$ cat config.mk
export PLATFORM = sky130hd
export DESIGN_NAME = rbp_ctrl
export DESIGN_NICKNAME = d
export VERILOG_FILES = /design/src/sv/rbp_pkg.sv /design/src/sv/rbp_ctrl.sv
export SDC_FILE = /design/constraint.sdc
export NUM_CORES = 1
export LEC_CHECK = 0
export BUFFER_PORTS_ARGS = -buffer_cell sky130_fd_sc_hd__buf_2
export CORE_MARGIN = 2
export CORE_UTILIZATION = 40
export DETAILED_ROUTE_END_ITERATION = 10
export GPL_ROUTABILITY_DRIVEN = 0
export PLACE_DENSITY = 0.77
export SLEW_MARGIN = 20
export SYNTH_ARGS = -nofsm -noshare
export SYNTH_HDL_FRONTEND = slang
export SYNTH_SLANG_ARGS = --single-unit
$ cat constraint.sdc
create_clock -name clk -period 1.33 [get_ports clk]
set_input_delay 0.1995 -clock clk [delete_from_list [all_inputs] [get_ports clk]]
set_output_delay 0.1995 -clock clk [all_outputs]
set_load 0.03 [all_outputs]
$ cat src/sv/rbp_pkg.sv
// ----------------------------------------------------------------------------
// rbp_pkg
// Shared types, constants and controller codes for the receive buffer
// pre-division block.
// ----------------------------------------------------------------------------
`default_nettype none

package rbp_pkg;

  localparam int MAX_SUBFLOWS_DEF = 8;
  localparam int CFG_W     = 31;
  localparam int CFG_IDX_W = 2;
  localparam int CWND_W    = 20;
  localparam int RTT_W     = 29;
  localparam int SEQ_W     = 32;
  localparam int OCC_W     = 32;
  localparam int RATIO_W   = 30;
  localparam int DIV_W     = 64;

  localparam logic [CFG_IDX_W-1:0] REG_BUFFER = 2'd0;
  localparam logic [CFG_IDX_W-1:0] REG_WINDOW = 2'd1;

  typedef struct packed {
    logic [2:0]        subflow_index;
    logic              new_subflow;
    logic [CWND_W-1:0] congestion_window;
    logic [31:0]       smoothed_rtt;
    logic [SEQ_W-1:0]  write_sequence;
    logic [SEQ_W-1:0]  unacked_sequence;
    logic              last_record;
  } rec_t;

  typedef struct packed {
    logic [2:0]       out_subflow;
    logic [CFG_W-1:0] allocated_share;
    logic [CFG_W-1:0] window_share;
    logic             last_result;
  } res_t;

  typedef enum logic [3:0] {
    S_IDLE,
    S_UPDATE,
    S_SCAN,
    S_OCC_START,
    S_OCC_WAIT,
    S_OCC_MUL,
    S_OCC_ACC,
    S_ALLOC_START,
    S_ALLOC_WAIT,
    S_WIN_START,
    S_WIN_WAIT
  } state_t;

  typedef struct packed {
    logic load;
    logic update;
    logic round_clr;
    logic scan;
    logic cnt_inc;
    logic cnt_clr;
    logic occ_start;
    logic occ_ratio;
    logic occ_mul;
    logic occ_acc;
    logic alloc_start;
    logic alloc_done;
    logic win_start;
    logic out_load;
    logic clear_present;
  } cmd_t;

  typedef struct packed {
    logic rec_last;
    logic cnt_end;
    logic present_cur;
    logic div_busy;
    logic out_free;
  } sts_t;

endpackage

`default_nettype wire

$ cat src/sv/rbp_ctrl.sv
// ----------------------------------------------------------------------------
// rbp_ctrl
// Round sequencer: record update, RTT scan, then three divider passes over
// the subflows (occupancy, buffer share, window share).
// ----------------------------------------------------------------------------
`default_nettype none

module rbp_ctrl (
  input  wire logic          clk,
  input  wire logic          rst,
  input  wire logic          in_valid,
  output logic               in_stall,
  input  wire rbp_pkg::sts_t sts,
  output rbp_pkg::cmd_t      cmd,
  output rbp_pkg::state_t    state
);
  import rbp_pkg::*;

  state_t state_next;

  // hold state
  always_ff @(posedge clk) begin
    if (rst) begin
      state <= S_IDLE;
    end else begin
      state <= state_next;
    end
  end

  // next state and commands
  always_comb begin
    cmd        = '0;
    state_next = state;
    in_stall   = state != S_IDLE;
    case (state)
      S_IDLE: begin
        if (in_valid) begin
          cmd.load   = 1'b1;
          state_next = S_UPDATE;
        end
      end
      S_UPDATE: begin
        cmd.update = 1'b1;
        if (sts.rec_last) begin
          cmd.round_clr = 1'b1;
          state_next    = S_SCAN;
        end else begin
          state_next = S_IDLE;
        end
      end
      S_SCAN: begin
        cmd.scan = 1'b1;
        if (sts.cnt_end) begin
          cmd.cnt_clr = 1'b1;
          state_next  = S_OCC_START;
        end else begin
          cmd.cnt_inc = 1'b1;
        end
      end
      S_OCC_START: begin
        if (sts.present_cur) begin
          cmd.occ_start = 1'b1;
          state_next    = S_OCC_WAIT;
        end else if (sts.cnt_end) begin
          cmd.cnt_clr = 1'b1;
          state_next  = S_ALLOC_START;
        end else begin
          cmd.cnt_inc = 1'b1;
        end
      end
      S_OCC_WAIT: begin
        if (!sts.div_busy) begin
          cmd.occ_ratio = 1'b1;
          state_next    = S_OCC_MUL;
        end
      end
      S_OCC_MUL: begin
        cmd.occ_mul = 1'b1;
        state_next  = S_OCC_ACC;
      end
      S_OCC_ACC: begin
        cmd.occ_acc = 1'b1;
        if (sts.cnt_end) begin
          cmd.cnt_clr = 1'b1;
          state_next  = S_ALLOC_START;
        end else begin
          cmd.cnt_inc = 1'b1;
          state_next  = S_OCC_START;
        end
      end
      S_ALLOC_START: begin
        if (sts.present_cur) begin
          cmd.alloc_start = 1'b1;
          state_next      = S_ALLOC_WAIT;
        end else if (sts.cnt_end) begin
          cmd.cnt_clr = 1'b1;
          state_next  = S_WIN_START;
        end else begin
          cmd.cnt_inc = 1'b1;
        end
      end
      S_ALLOC_WAIT: begin
        if (!sts.div_busy) begin
          cmd.alloc_done = 1'b1;
          if (sts.cnt_end) begin
            cmd.cnt_clr = 1'b1;
            state_next  = S_WIN_START;
          end else begin
            cmd.cnt_inc = 1'b1;
            state_next  = S_ALLOC_START;
          end
        end
      end
      S_WIN_START: begin
        if (sts.present_cur) begin
          cmd.win_start = 1'b1;
          state_next    = S_WIN_WAIT;
        end else if (sts.cnt_end) begin
          cmd.clear_present = 1'b1;
          state_next        = S_IDLE;
        end else begin
          cmd.cnt_inc = 1'b1;
        end
      end
      S_WIN_WAIT: begin
        // drop the result into the output register once it is free
        if (!sts.div_busy && sts.out_free) begin
          cmd.out_load = 1'b1;
          if (sts.cnt_end) begin
            cmd.clear_present = 1'b1;
            state_next        = S_IDLE;
          end else begin
            cmd.cnt_inc = 1'b1;
            state_next  = S_WIN_START;
          end
        end
      end
      default: begin
        state_next = S_IDLE;
      end
    endcase
  end

endmodule

`default_nettype wire

==> results of run 1 <==
## Yosys cell counts (2+ instances only)
| master | number |
|---|---|
| dfxtp_1 | 4 |
| mux2i_1 | 2 |
| a32oi_1 | 2 |
| o21ai_0 | 2 |
| o21bai_1 | 2 |
| and3_1 | 5 |
| nor3b_1 | 2 |
| nand2b_1 | 7 |
| buf_2 | 3 |
| nand2_1 | 6 |
| inv_1 | 2 |
| a21oi_1 | 6 |
| nor2b_1 | 3 |
| clkbuf_1 | 3 |
| nand3b_1 | 5 |
| nor2_1 | 8 |
## per-stage QoR
stage          worst slack, ns  std cells  setup TNS (ns)
3_5_place_dp            -0.178        144           -1.13
3_3_place_gp            -0.129        144          -0.636
2_1_floorplan           -0.440         83           -2.66
## kinds of logic after synthesis
logic type	share of synthesized area, %
AND/OR/NAND/NOR	48.7
multiplexers	5.30
buffers and inverters	5.72
flip-flops	13.6
AO/OA/AOI/OAI	26.7
==> impl_metrics.toml, run 1 <==
[yosys]
yosysTopAreaCell = "dfxtp_1"
synthArstFlopShare_pct = 0
ys_types = 37
synth.avg_cell_area_um2 = 7.12
synth_ff_type = "dfxtp_1"
yosys_warnings = 0
synth_top_area_share_pct = 13.6
postSynthCellCount = 83
yosys-top-cells-area = "dfxtp_1 14%, nand2b_1 7.4%, nand3b_1 6.4%, and3_1 5.3%, a21oi_1 5.1%"
synth_seq_area_share_pct = 13.6
synth_nets = 91
synth_seq_cells = 4
synth_area_um2 = 591
synth_edf_count = 0

[place]
placed_area_um2 = 1020
dpl.hpwl_um = 1680
io_buffer_count = 27

[floorplanning]
chipWidth_um = 42.4
io_pins = 28
std_cell_rows = 13
die_y_um = 42.4
initial_core_util_pct = 44.3

[clock_network]
hold_buffers = 0
cts_resized = 61
cts_setup_buffers = 8
cts_root_buffer = "clkbuf_4"
cts_buffers = 3
cts_max_level = 1
cts_buffer_depth = 2
cts_sinks = 4

[run_status]
stop_stage = "4_1_cts"
error = "[ERROR DPL-0038] Utilization greater than 100%, impossible to legalize"
status = "aborted with a tool error"
==> inputs of run 2 (changes only) <==
--- a/config.mk
+++ b/config.mk
@@ -6,11 +6,11 @@
 export NUM_CORES = 1
 export LEC_CHECK = 0
 export BUFFER_PORTS_ARGS = -buffer_cell sky130_fd_sc_hd__buf_2
-export CORE_MARGIN = 2
-export CORE_UTILIZATION = 40
+export CORE_AREA = 2 2 63 65
 export DETAILED_ROUTE_END_ITERATION = 10
+export DIE_AREA = 0 0 65 67
 export GPL_ROUTABILITY_DRIVEN = 0
-export PLACE_DENSITY = 0.77
+export PLACE_DENSITY_LB_ADDON = 0.15
 export SLEW_MARGIN = 20
 export SYNTH_ARGS = -nofsm -noshare
 export SYNTH_HDL_FRONTEND = slang
==> constraint.sdc (replaced) <==
create_clock -name clk -period 1.7 [get_ports clk]
set_input_delay 0.255 -clock clk [delete_from_list [all_inputs] [get_ports clk]]
set_output_delay 0.255 -clock clk [all_outputs]
set_load 0.03 [all_outputs]
==> impl_metrics.toml, run 2 <==
[setup_path]
cpPeakStageDelay_ns = 0.39
rr_worst_depth = 4
critPathKind = "reg -> out"
endpoint_kind = "output port"
crit_chain = "nand2b_4 > nor4_4 > a21oi_2 > a211oi_4 > buf_6"
cp_max_fo = 8
cp.arrival_ns = 1.43
cp_slowest_cell = "dfxtp_4"
required_ns = 1.44
worstSetupStartpointType = "flop"

[timing]
finalSetupViolCount = 0
rsz0062_at_grt = "yes"
fin_crit_ns = 1.69
hold_viol_final = 0
hold_slack_ns = 0.328
setup_slack_ns = 0.0112
fin_tns_setup_ns = 0
worstMarginPinSlew_ns = 0.462
relSlewSlack_pct = 69.1
fin_skew_ns = 0.00342
slew_viol_final = 0
max_freq_mhz = 592
fin_crit_sh_pct = 99.3

[yosys]
synth.most_common_cell = "nor2_1"
postSynthCellCount = 83
synthTopCellsByCount = "8 x nor2_1, 7 x nand2b_1, 6 x a21oi_1, 6 x nand2_1"
synth_area_um2 = 591
synth_ff_type = "dfxtp_1"
synth_top_area_share_pct = 13.6
synth_seq_cells = 4
synth.avg_cell_area_um2 = 7.12
yosys_warnings = 0
synth_edf_count = 0
synth_nets = 91
ys_types = 37
yosysTopAreaCell = "dfxtp_1"
synthArstFlopShare_pct = 0
yosys-top-cells-area = "dfxtp_1 14%, nand2b_1 7.4%, nand3b_1 6.4%, and3_1 5.3%, a21oi_1 5.1%"
synth_seq_area_share_pct = 13.6

[global_route]
grt_pass1_wl_um = 3510
grt_usage_pct = 10.4
grt_pass1_vias = 718
grt_antenna_before_repair = 0
grt_max_degree = 15
overflow = 0

[route]
wl_um = 2130
via_count = 762
first_pass_iters = 4
avgViaCountPerCell = 4.43
detail-route-antenna-nets = 0
drt_iter0_markers = 11
routedWlPerCell_um = 12.4
drc = 0

[clock_network]
hold_buffers = 0
cts_max_level = 1
cts_tree = "built"
cts_sinks = 4
clk_pin_slew_worst_paths_ns = 0.03
cts_buffers = 3
cts_buffer_depth = 2
cts_root_buffer = "clkbuf_8"
clock_latency_ns = 0.22

[place]
io_buffer_count = 27
dpl.hpwl_um = 1680
dpl_worst_slack_ns = 0.0397

[floorplanning]
initial_core_util_pct = 16.4
core_um2 = 3610
chipWidth_um = 65
die_y_um = 67
io_pins = 28
die_area_um2 = 4360
std_cell_rows = 22

[job]
drv_cap = 0

[final_layout]
antennaDiodeCount = 0
most-common-layout-cells = "23 x buf_2, 15 x buf_4, 6 x nand2b_1"
nFillCells = 410
area_delta_synth_final_pct = 81.6
fin_nets = 134
largest-register = "state"
top_regs = "state: 4 flops"
drive_above_1_share_pct = 56.5
largest_register_ffs = 4
mostFrequentLayoutCell = "buf_2"

[run_status]
status = "completed"

[power]
powerDensity_nw_per_um2 = 1660
clockPowerShare_pct = 11.0
p_leak_nw = 0.502
vdd_ir_drop_max_v = 0.000349
switchingPower_uw = 926
combPwrFrac_pct = 74.2
p_seq_share_pct = 14.8
p_int_uw = 857
switching_share_pct = 52.0
finalPower_mw = 1.78

[hold_path]
min_path_cells = 2
worstHoldPathType = "in -> reg"
## run 2: cell counts after synthesis
No cell type changed its count.
## run 2: timing repair
action,in CTS,in global routing
gates resized for setup,11,11
setup buffers,3,3
pin swaps,2,5
endpoints found under the hold margin,0,0
setup endpoints to repair,3,6
## run 2: cell type report
cell class | count | area (um2) | area share, %
clock buffer | 3 | 41.3 | 3.85
inverter | 2 | 7.51 | 0.700
multi-input combinational | 71 | 581 | 54.1
sequential | 4 | 95.1 | 8.87
tap | 48 | 60.1 | 5.60
timing repair buffer | 44 | 288 | 26.8
## run 2: stage by stage
stage / area (um2) / std cells / utilization, %
after floorplan: 671 / 83 / -
after global placement: 908 / 163 / 25.2
after detailed placement: 908 / 163 / 25.2
after CTS: 1010 / 169 / 27.9
after global routing: 1070 / 172 / 29.7
final: 1070 / 172 / 29.7
## run 2: final timing paths
path,startpoint,endpoint,slack (ns)
worst min-delay path,rst,state[0]$_SDFFE_PP0P_,0.33
worst max register to register,state[0]$_SDFFE_PP0P_,state[3]$_SDFFE_PP0P_,0.09
worst max-delay path,state[3]$_SDFFE_PP0P_,cmd[10],0.01
worst min register to register,state[3]$_SDFFE_PP0P_,state[3]$_SDFFE_PP0P_,0.70
## run 2: metal layers
metal / routed length (um) / track usage (%) / vias up
li1: - / - / 391
met1: 972 / 13.2 / 348
met2: 1040 / 17.1 / 17
met3: 67 / 2.36 / 6
met4: 46 / 3.99 / 0
met5: 0 / 0 / -
## run 2: worst max-delay path, delay by kind of cell, from the launching register on
kind	cells	cell delay (ns)
buffers and inverters	1	0.16
AO/OA/AOI/OAI	2	0.30
flip-flops	1	0.39
AND/OR/NAND/NOR	2	0.36
## run 2: logic make-up after synthesis
logic type	count (synthesis)	synth area share (%)
and+or+nand+nor	47	48.7
AOI/OAI and AO/OA	21	26.7
buffers and inverters	8	5.72
DFF	4	13.6
muxes	3	5.30
## run 2: power groups by stage
stage | clock [mW] | sequential (mW) | combinational, mW
2_1_floorplan | 0 | 0.273 | 0.840
3_5_place_dp | 0 | 0.263 | 1.18
6_report | 0.197 | 0.264 | 1.32
3_3_place_gp | 0 | 0.262 | 1.18
5_1_grt | 0.210 | 0.276 | 1.44
4_1_cts | 0.201 | 0.255 | 1.26
No activity file was read; power rests on OpenSTA's default activity.
